[src/design/polm_pkg.sv]
// Package with shared types and constants for the priority-ordered lock manager.
package polm_pkg;

  localparam int unsigned PID_W = 16;
  localparam int unsigned STATUS_W = 3;
  localparam int unsigned DEFAULT_QUEUE_DEPTH = 64;

  typedef logic [PID_W-1:0] pid_t;

  typedef enum logic {
    ACT_ACQUIRE = 1'b0,
    ACT_RELEASE = 1'b1
  } action_e;

  typedef enum logic [STATUS_W-1:0] {
    ST_RELEASED    = 3'd0,
    ST_QUEUED      = 3'd1,
    ST_GRANTED     = 3'd2,
    ST_ALREADY_HLD = 3'd3,
    ST_NOT_HOLDER  = 3'd4,
    ST_LIST_FULL   = 3'd5
  } status_e;

  typedef struct packed {
    logic insert;
    logic pop;
    pid_t pid;
  } cell_ctrl_t;

endpackage

[src/design/polm_req_if.sv]
// Request channel interface: valid/ready handshake with action and requester id.
interface polm_req_if
  import polm_pkg::*;
();
  logic    valid;
  logic    ready;
  action_e action;
  pid_t    requester_pid;

  modport source (output valid, output action, output requester_pid, input ready);
  modport sink (input valid, input action, input requester_pid, output ready);
endinterface

[src/design/polm_rsp_if.sv]
// Response channel interface: valid/ready handshake with status, grant and waiter count.
interface polm_rsp_if
  import polm_pkg::*;
#(
  parameter int unsigned CNT_W = 7
) ();
  logic             valid;
  logic             ready;
  status_e          status;
  logic             grant_valid;
  pid_t             grant_pid;
  logic [CNT_W-1:0] waiting_count;

  modport source (output valid, output status, output grant_valid, output grant_pid,
                  output waiting_count, input ready);
  modport sink (input valid, input status, input grant_valid, input grant_pid,
                input waiting_count, output ready);
endinterface

[src/design/polm_cell.sv]
// One slot of the sorted waiting list, shifting with its neighbors on insert and pop.
module polm_cell
  import polm_pkg::*;
(
  input  logic       clk_i,
  input  cell_ctrl_t ctrl_i,
  input  logic       occupied_i,
  input  logic       left_keep_i,
  input  pid_t       left_pid_i,
  input  pid_t       right_pid_i,
  output logic       keep_o,
  output pid_t       pid_o
);

  pid_t pid_q, pid_d;

  assign keep_o = occupied_i && (pid_q > ctrl_i.pid);
  assign pid_o  = pid_q;

  always_comb begin
    pid_d = pid_q;
    if (ctrl_i.insert && !keep_o) begin
      pid_d = left_keep_i ? ctrl_i.pid : left_pid_i;
    end else if (ctrl_i.pop) begin
      pid_d = right_pid_i;
    end
  end

  always_ff @(posedge clk_i) begin
    pid_q <= pid_d;
  end

endmodule

[src/design/priority_ordered_lock_manager.sv]
// Top level of the priority-ordered lock manager.
//
// Requests arrive on req_i (action and requester id) and each one produces
// exactly one response transaction on rsp_o (status, grant flag, granted id
// and the number of waiters after the request). The waiting list is a row of
// QUEUE_DEPTH cells sorted by descending id; an insert shifts the cells from
// the insertion point on by one place, and a pop shifts every cell one place
// toward the head. The response is registered and is valid in the cycle after
// the request is accepted, and one request is taken every cycle while the
// response register is empty or being drained. If the receiver stalls, the
// response is held in its output register and req_i.ready stays low until it
// is taken. Reset clears the lock, the holder id and the waiter count; the
// cell contents need no reset because only cells below the count are ever read.
module priority_ordered_lock_manager
  import polm_pkg::*;
#(
  parameter int unsigned QUEUE_DEPTH = DEFAULT_QUEUE_DEPTH,
  localparam int unsigned CNT_W = $clog2(QUEUE_DEPTH + 1)
) (
  input  logic        clk_i,
  input  logic        rst_ni,
  polm_req_if.sink    req_i,
  polm_rsp_if.source  rsp_o
);

  logic [CNT_W-1:0] count_q, count_d;
  logic             held_q, held_d;
  pid_t             holder_q, holder_d;

  logic             out_valid_q;
  status_e          status_q, status_d;
  logic             gvalid_q, gvalid_d;
  pid_t             gpid_q, gpid_d;

  logic             fire;
  logic             is_holder;
  cell_ctrl_t       ctrl;

  pid_t             cell_pid [QUEUE_DEPTH];
  logic             cell_keep [QUEUE_DEPTH];

  assign req_i.ready = !out_valid_q || rsp_o.ready;
  assign fire        = req_i.valid && req_i.ready;
  assign is_holder   = held_q && (holder_q == req_i.requester_pid);

  always_comb begin
    count_d    = count_q;
    held_d     = held_q;
    holder_d   = holder_q;
    status_d   = ST_NOT_HOLDER;
    gvalid_d   = 1'b0;
    gpid_d     = '0;
    ctrl.insert = 1'b0;
    ctrl.pop    = 1'b0;
    ctrl.pid    = req_i.requester_pid;
    if (req_i.action == ACT_ACQUIRE) begin
      if (is_holder) begin
        status_d = ST_ALREADY_HLD;
      end else if (count_q == CNT_W'(QUEUE_DEPTH)) begin
        status_d = ST_LIST_FULL;
      end else if (!held_q) begin
        status_d = ST_GRANTED;
        held_d   = 1'b1;
        holder_d = req_i.requester_pid;
        gvalid_d = 1'b1;
        gpid_d   = req_i.requester_pid;
      end else begin
        status_d    = ST_QUEUED;
        ctrl.insert = fire;
        count_d     = count_q + CNT_W'(1);
      end
    end else if (is_holder) begin
      status_d = ST_RELEASED;
      if (count_q != '0) begin
        ctrl.pop = fire;
        count_d  = count_q - CNT_W'(1);
        holder_d = cell_pid[0];
        gvalid_d = 1'b1;
        gpid_d   = cell_pid[0];
      end else begin
        held_d   = 1'b0;
        holder_d = '0;
      end
    end
  end

  for (genvar i = 0; i < QUEUE_DEPTH; i++) begin : g_cell
    logic occupied;
    logic left_keep;
    pid_t left_pid;
    pid_t right_pid;

    assign occupied = CNT_W'(i) < count_q;

    if (i == 0) begin : g_first
      assign left_keep = 1'b0;
      assign left_pid  = req_i.requester_pid;
    end else begin : g_inner
      assign left_keep = cell_keep[i-1];
      assign left_pid  = cell_pid[i-1];
    end

    if (i == QUEUE_DEPTH - 1) begin : g_last
      assign right_pid = cell_pid[i];
    end else begin : g_mid
      assign right_pid = cell_pid[i+1];
    end

    polm_cell u_cell (
      .clk_i       (clk_i),
      .ctrl_i      (ctrl),
      .occupied_i  (occupied),
      .left_keep_i (left_keep),
      .left_pid_i  (left_pid),
      .right_pid_i (right_pid),
      .keep_o      (cell_keep[i]),
      .pid_o       (cell_pid[i])
    );
  end

  always_ff @(posedge clk_i or negedge rst_ni) begin
    if (!rst_ni) begin
      count_q     <= '0;
      held_q      <= 1'b0;
      holder_q    <= '0;
      out_valid_q <= 1'b0;
    end else begin
      if (fire) begin
        count_q  <= count_d;
        held_q   <= held_d;
        holder_q <= holder_d;
      end
      if (fire) begin
        out_valid_q <= 1'b1;
      end else if (rsp_o.ready) begin
        out_valid_q <= 1'b0;
      end
    end
  end

  always_ff @(posedge clk_i) begin
    if (fire) begin
      status_q <= status_d;
      gvalid_q <= gvalid_d;
      gpid_q   <= gpid_d;
    end
  end

  assign rsp_o.valid         = out_valid_q;
  assign rsp_o.status        = status_q;
  assign rsp_o.grant_valid   = gvalid_q;
  assign rsp_o.grant_pid     = gpid_q;
  assign rsp_o.waiting_count = count_q;

  a_count_bound: assert property (@(posedge clk_i) disable iff (!rst_ni)
    count_q <= CNT_W'(QUEUE_DEPTH))
    else $error("Waiter count exceeds the queue depth.");

  a_free_empty: assert property (@(posedge clk_i) disable iff (!rst_ni)
    !held_q |-> count_q == '0)
    else $error("Waiters present while the lock is free.");

  a_insert_count: assert property (@(posedge clk_i) disable iff (!rst_ni)
    ctrl.insert |=> count_q == $past(count_q) + CNT_W'(1))
    else $error("Insert did not increment the waiter count.");

  a_pop_grant: assert property (@(posedge clk_i) disable iff (!rst_ni)
    ctrl.pop |=> held_q && gvalid_q && (holder_q == gpid_q))
    else $error("Pop did not hand the lock to the head waiter.");

endmodule
[src/flat_wrapper.sv]
// flat-port wrapper written by rule: the top's interface ports become plain ports
module priority_ordered_lock_manager_flat import polm_pkg::*;
#(
  parameter int unsigned QUEUE_DEPTH = DEFAULT_QUEUE_DEPTH,
  localparam int unsigned CNT_W = $clog2(QUEUE_DEPTH + 1)
)
  (clk_i, rst_ni, req_i_valid, req_i_action, req_i_requester_pid, req_i_ready, rsp_o_valid, rsp_o_status, rsp_o_grant_valid, rsp_o_grant_pid, rsp_o_waiting_count, rsp_o_ready);
  polm_req_if req_i_i ();
  polm_rsp_if rsp_o_i ();
  input  logic clk_i;
  input  logic rst_ni;
  input wire logic [$bits(req_i_i.valid)-1:0] req_i_valid;
  input wire logic [$bits(req_i_i.action)-1:0] req_i_action;
  input wire logic [$bits(req_i_i.requester_pid)-1:0] req_i_requester_pid;
  output wire logic [$bits(req_i_i.ready)-1:0] req_i_ready;
  output wire logic [$bits(rsp_o_i.valid)-1:0] rsp_o_valid;
  output wire logic [$bits(rsp_o_i.status)-1:0] rsp_o_status;
  output wire logic [$bits(rsp_o_i.grant_valid)-1:0] rsp_o_grant_valid;
  output wire logic [$bits(rsp_o_i.grant_pid)-1:0] rsp_o_grant_pid;
  output wire logic [$bits(rsp_o_i.waiting_count)-1:0] rsp_o_waiting_count;
  input wire logic [$bits(rsp_o_i.ready)-1:0] rsp_o_ready;
  assign req_i_i.valid = req_i_valid;
  assign req_i_i.action = req_i_action;
  assign req_i_i.requester_pid = req_i_requester_pid;
  assign req_i_ready = req_i_i.ready;
  assign rsp_o_valid = rsp_o_i.valid;
  assign rsp_o_status = rsp_o_i.status;
  assign rsp_o_grant_valid = rsp_o_i.grant_valid;
  assign rsp_o_grant_pid = rsp_o_i.grant_pid;
  assign rsp_o_waiting_count = rsp_o_i.waiting_count;
  assign rsp_o_i.ready = rsp_o_ready;
  priority_ordered_lock_manager #(.QUEUE_DEPTH(QUEUE_DEPTH)) u_core (.clk_i(clk_i), .rst_ni(rst_ni), .req_i(req_i_i), .rsp_o(rsp_o_i));
endmodule
[config.mk]
export PLATFORM = sky130hd
export DESIGN_NAME = priority_ordered_lock_manager_flat
export DESIGN_NICKNAME = d
export VERILOG_FILES = /design/src/design/polm_pkg.sv /design/src/design/polm_req_if.sv /design/src/design/polm_rsp_if.sv /design/src/design/polm_cell.sv /design/src/design/priority_ordered_lock_manager.sv /design/src/flat_wrapper.sv
export SDC_FILE = /design/constraint.sdc
export NUM_CORES = 2
export LEC_CHECK = 0
export ABC_AREA = 1
export BUFFER_PORTS_ARGS = -buffer_cell sky130_fd_sc_hd__clkbuf_2
export CORE_ASPECT_RATIO = 0.5
export CORE_MARGIN = 8
export CORE_UTILIZATION = 40
export DETAILED_ROUTE_END_ITERATION = 7
export GPL_TIMING_DRIVEN = 1
export PLACE_DENSITY = 0.52
export SKIP_LAST_GASP = 1
export SLEW_MARGIN = 20
export SYNTH_ARGS = -nofsm -noshare
export SYNTH_HDL_FRONTEND = slang
export SYNTH_SLANG_ARGS = --single-unit
export TNS_END_PERCENT = 50
[constraint.sdc]
create_clock -name clk_i -period 3.6 [get_ports clk_i]
set_clock_uncertainty 0.05 [all_clocks]
set_input_delay 0.18 -clock clk_i [delete_from_list [all_inputs] [get_ports clk_i]]
set_output_delay 0.18 -clock clk_i [all_outputs]
set_load 0.01 [all_outputs]
======== Yosys cells after proc, flatten, opt, wreduce, memory -nomap -nowiden ========
Index checks and enable logic that the tools add are counted.
word-level totals
  register bits after elaboration ......... 1,069
  input port bits ......................... 21
  output and inout port bits .............. 29
  word-level logic and storage cells ...... 705
cells by class
  $add $sub $neg .......................... 2
  $lt $le $gt $ge ......................... 128
  equality and inequality tests ........... 8
  mux-type cells .......................... 231
  reductions and logical operators ........ 265
operators with widths
  operator             number
  $mux 16              200
  $gt 16x16->1         64
  $lt 6x7->1 const A   32
  $logic_and 1x1->1    130
  $reduce_bool 2->1    65
  $lt 5x7->1 const A   16
  $logic_not 1->1      65
  $lt 4x7->1 const A   8
  $mux 7               6
  $lt 3x7->1 const A   4
  $mux 1               20
  $eq 16x16->1         1
  $lt 1x7->1 const A   2
  $lt 2x7->1 const A   2
  $mux 3               4
  $ne 2x2->1 const B   5
  $reduce_and 5->1     2
  $add 7x1->7 const B  1
  $eq 7x7->1 const B   1
  $reduce_bool 7->1    1
  $sub 7x1->7 const B  1
  $reduce_and 6->1     1
  $mux 2               1
  $ne 2x1->1 const B   1
  $logic_or 1x1->1     1

======== Longest topological paths before layout ========
  depth in word-level cells ............... 9
  mapped depth ............................ 17
  mapped depth without buffers ............ 16

======== Modules after synthesis ========
Synthesis repeated with hierarchy kept, for this count alone.
second synthesis, totals
  cell total of the unflattened synthesis .. 11,931
  area total of the unflattened synthesis .. 88,591.2 µm²
modules (own cells, without submodules)
  module                         times used  cells each  area an instance (µm²)  seq. area each (µm²)
  polm_cell                      64          179         1,332.5                 480.5
  priority_ordered_lock_manager  1           475         3,309.4                 1,226.2

======== Worst setup path before layout ========
OpenSTA, ideal clock, no wires.
  kind .................................... input -> register
  start point ............................. input req_i_requester_pid[15]
  end point ............................... register u_core.g_cell[60].u_cell.pid_q[0], enable pin
  setup time .............................. 0.372 ns
  data arrival time ....................... 3.508 ns
  required time ........................... 3.178 ns
  path slack .............................. -0.330 ns
  stages on the path ...................... 11
  buffers on the path ..................... 2
  path through ............................ clkbuf_1 > inv_1 > ha_1 > a21o_1 > or2_2 > nor2_1 > nand2_1 > nand2_2 > nand2_2 > buf_4 > nand2_1
between the ends
  word-level cells in the longest chain between the ends .. 6
  elaborated cells between the ends (all ways) .. 11
  classes of those cells .................. order compare (1); eq/ne (1); mux (4); reduce/logical (5)
ends and longest elaborated chain
  element                                               line                source
  start, declared                                       flat_wrapper.sv:14  input wire logic [$bits(req_i_i.requester_pid)-1:0] req_i_requester_pid;
  branches (longest 5 deep; another with $gt 16x16->1)  -
  $reduce_bool 2->1 (no line) *                         -
  end signal, assigned                                  polm_cell.sv:30     pid_q <= pid_d;
  end, declared                                         polm_cell.sv:15     pid_t pid_q, pid_d;
Mark *: on every way between the ends.
A chain may end at the register's enable or synchronous reset.

======== Worst setup path in the final report ========
  start point ............................. register u_core.holder_q[10]
  end point ............................... register u_core.g_cell[11].u_cell.pid_q[2], enable pin
between the ends
  word-level cells in the longest chain between the ends .. 6
  elaborated cells between the ends (all ways) .. 8
  classes of those cells .................. eq/ne (1); mux (4); reduce/logical (3)
ends and longest elaborated chain
  element                        line                                  source
  start, declared                priority_ordered_lock_manager.sv:28   pid_t holder_q, holder_d;
  start signal, assigned         priority_ordered_lock_manager.sv:131  holder_q <= holder_d;
  $eq 16x16->1 *                 priority_ordered_lock_manager.sv:44   assign is_holder = held_q && (holder_q == req_i.requester_pid);
  $logic_and 1x1->1 *            priority_ordered_lock_manager.sv:44
  $mux 1                         priority_ordered_lock_manager.sv:57   if (is_holder) begin
  $mux 1                         priority_ordered_lock_manager.sv:56   if (req_i.action == ACT_ACQUIRE) begin
  $logic_and 1x1->1              polm_cell.sv:22                       if (ctrl_i.insert && !keep_o) begin
  $reduce_bool 2->1 (no line) *  -
  end signal, assigned           polm_cell.sv:30
  end, declared                  polm_cell.sv:15
Every way passes the cells marked *; elsewhere a longest branch is shown, timed or not.

==> metrics.txt <==
CP max stage delay 670 ps; worst slew pin tran 1200 ps; root buf cell clkbuf_16; area occupied by multi-input gates 0.0501 mm²; wire length per cell 21.9 µm; relative slew slack 0.202; Max Cap Violations 0; initial drt markers 8391; RR Startpoint u_core.holder_q[10]; synthesized flop and latch total 1069; leakage 48.5 nW; Die Wd 672 µm; Fin. Hold Viols 0; Peak VDD IR 442 µV; first-pass GRT wire length 495 mm; die area 0.231 mm²; number of synthesized flops with an enable pin 1044; CP Data Arrival Time 4000 ps; total global routing track utilization 0.280; Mapped Nets 13100; worst hold path class primary input to asynchronous set/reset pin; WS Path Type register to register; number of port buffers 49; cell count after synthesis 12000; fraction of final layout cells with drive strength greater than 1 0.0795; vias in the first global route 77000; Seq/Total Area, Yosys 0.372; drt via density 5.37; # rows 120; gr ovfl total 0; register area 0.0320 mm²; Nets 13300; Final setup viols 0; IO Count 50; Power Dens Cells 491 mW/mm²; Core Util, Final 0.449; CTS Buf Count 115; Critical Path, Cell by Cell inv_1, nand2_1, nand2_1, nor2_1, nand3_1, nor2_1, nand2_1, inv_1, nand3_4, buf_12, nand2_1, buf_12; # fillers 22300; post-synth cell types 41; Tmin final 3590 ps; Layout area overhead 11.5%; maximum clock rate 0.278 GHz; Chip Height 344 µm; crit share post-route 0.997; initial antenna violation count 11; final WL 333 mm; Sink Count 1069; Hold WS 34.6 ps; setup repair after global routing missed its margin no; clk_lat worst skew 760 ps; Worst setup EP type register; clock buffer depth 3; TritonRoute pass-1 iters 8; remaining antenna violation count after routing 0; largest net degree at the start of global routing 64; hpwl dp 246 mm; total power draw 47.1 mW; critical path data required time 4010 ps; GP Congestion 0.951; H-tree levels 3; Syn Area/Cell 7.15 µm²; Main synth FF type edfxtp_1; Remaining DRCs 0; Starting Density 0.402; postcts setup bufs 0; Critical Path Start u_core.holder_q[10]; Slew Limit Fails 0; Max stage delay cell, worst path dfrtp_1; CTS tree built; Via Count 81500; Warnings, synthesis 0; Mapped Area 0.0861 mm²; Clk pin slew, worst setup/hold paths 70 ps; status finished clean; async set-reset flop share out of synthesis 0.0234; CORE AREA 0.214 mm²; CP startpoint kind register; CP most frequent cell nand2_1; Worst Path Max Fanout 14
[flip-flops by register name, indices dropped and copies added (netlist names)]
signal and count:
u_core.g_cell.u_cell.pid_o 1024, u_core.held_q 1, u_core.holder_q 16, u_core.rsp_o.grant_pid 16
u_core.rsp_o.grant_valid 1, u_core.rsp_o.status 3, u_core.rsp_o.valid 1, u_core.rsp_o.waiting_count 7
[what timing repair did]
action / 4_1_cts / 5_1_grt
setup endpoints to repair: 0 / 23
resized for setup: 0 / 1
hold buffers: 7 / 0
endpoints found under the hold margin: 40 / 0
[where the power goes]
| part | leakage [nW] | switching (mW) | total (mW) | internal, mW |
|---|---|---|---|---|
| combinational | 36.9 | 13.5 | 18.8 | 5.31 |
| clock | 1.83 | 5.63 | 12.6 | 6.97 |
| sequential | 9.81 | 0.981 | 15.7 | 14.7 |
[final cells by class]
class | count | area share
diodes | 2 | 0.0000521
inverters | 494 | 0.0201
flip-flops and latches | 1069 | 0.333
multi-input cells | 10000 | 0.522
well taps | 2867 | 0.0374
repair buffers | 534 | 0.0483
clock buffers | 149 | 0.0327
clock inverters | 67 | 0.00648
[cell usage in the layout (no fill, tap or decap), types with 13 or more instances in the layout]
cell,n
a21oi_1,463
clkbuf_1,25
a21o_1,66
o21ai_0,122
clkbuf_16,119
ha_1,1026
inv_1,430
nand2_1,6462
buf_12,55
clkinv_1,32
nand4_1,63
inv_2,42
nor2_4,13
edfxtp_1,1044
buf_4,438
o21ai_1,40
dfrtp_1,25
o21bai_1,17
clkinv_2,22
nand2_2,109
o22ai_1,23
nor2_1,380
clkbuf_2,33
nor2_2,76
nand3_1,1098
[per-stage QoR]
stage / cells / cell area, µm² / setup TNS, ps / worst slack, ps
after floorplan: 12000 / 86100 / -21770 / -182
after global placement: 15000 / 92100 / 0 / 58.9
after detailed placement: 15000 / 92200 / 0 / 70.3
after CTS: 15200 / 96000 / 0 / 86.2
after global routing: 15200 / 96000 / 0 / 6.81
final: 15200 / 96000 / 0 / 9.18
[routing by layer]
| layer | GRT usage | wire length (µm) | part of all wire |
|---|---|---|---|
| met1 | 0.399 | 154000 | 0.46 |
| met2 | 0.439 | 143000 | 0.43 |
| met3 | 0.0411 | 24800 | 0.074 |
| met4 | 0.0821 | 11100 | 0.033 |
| met5 | 0 | 25 | 0.000075 |
[final timing paths]
path                                                           to  slack, ps  cells past startpoint
worst max register to register  u_core.g_cell[11].u_cell.pid_o[2]          9                     12
worst min register to register                 u_core.holder_q[0]        470                      2
min in group clk_i              u_core.g_cell[0].u_cell.pid_o[15]        100                      4
worst min-delay path                           u_core.rsp_o.valid         30                      2
max in group asynchronous                      u_core.holder_q[9]       2850                      2
worst max-delay path            u_core.g_cell[11].u_cell.pid_o[2]          9                     12
[synthesized netlist by cell type, types with 5 or more instances]
master | n | area [µm²]
dfrtp_1 | 25 | 626
ha_1 | 1028 | 12900
clkinv_1 | 6 | 22.5
xor2_1 | 8 | 70.1
nand3_1 | 1099 | 5500
a21o_1 | 66 | 495
buf_2 | 204 | 1020
nand2_1 | 6464 | 24300
o22ai_1 | 23 | 144
inv_2 | 42 | 158
inv_1 | 445 | 1670
nand2_2 | 107 | 669
nor2_1 | 381 | 1430
a21oi_1 | 463 | 2320
o21ai_1 | 38 | 190
edfxtp_1 | 1044 | 31400
nand4_1 | 63 | 394
o21bai_1 | 17 | 128
o21ai_0 | 124 | 621
buf_6 | 5 | 56.3
nor2_4 | 13 | 146
buf_4 | 39 | 293
o21ai_2 | 8 | 70.1
nor2_2 | 75 | 469
clkbuf_1 | 207 | 777
a21oi_2 | 10 | 87.6
buf_1 | 12 | 45.0
[cells by family after synthesis]
kind of cell,count (synthesis),share of synthesized area
and+or+nand+nor,8213,0.383
DFF,1069,0.372
AOI/OAI and AO/OA,756,0.0479
adders and majority gates,1028,0.149
buffers and inverters,961,0.0470
xor gates and xnor gates,10,0.00102
[critical path: cells and delay by family, from the launching register on]
family                 cells  cell delay (ps)
AND/OR/NAND/NOR            8             1710
flip-flops                 1              670
buffers and inverters      4              820
No activity file was read; power rests on OpenSTA's default activity.
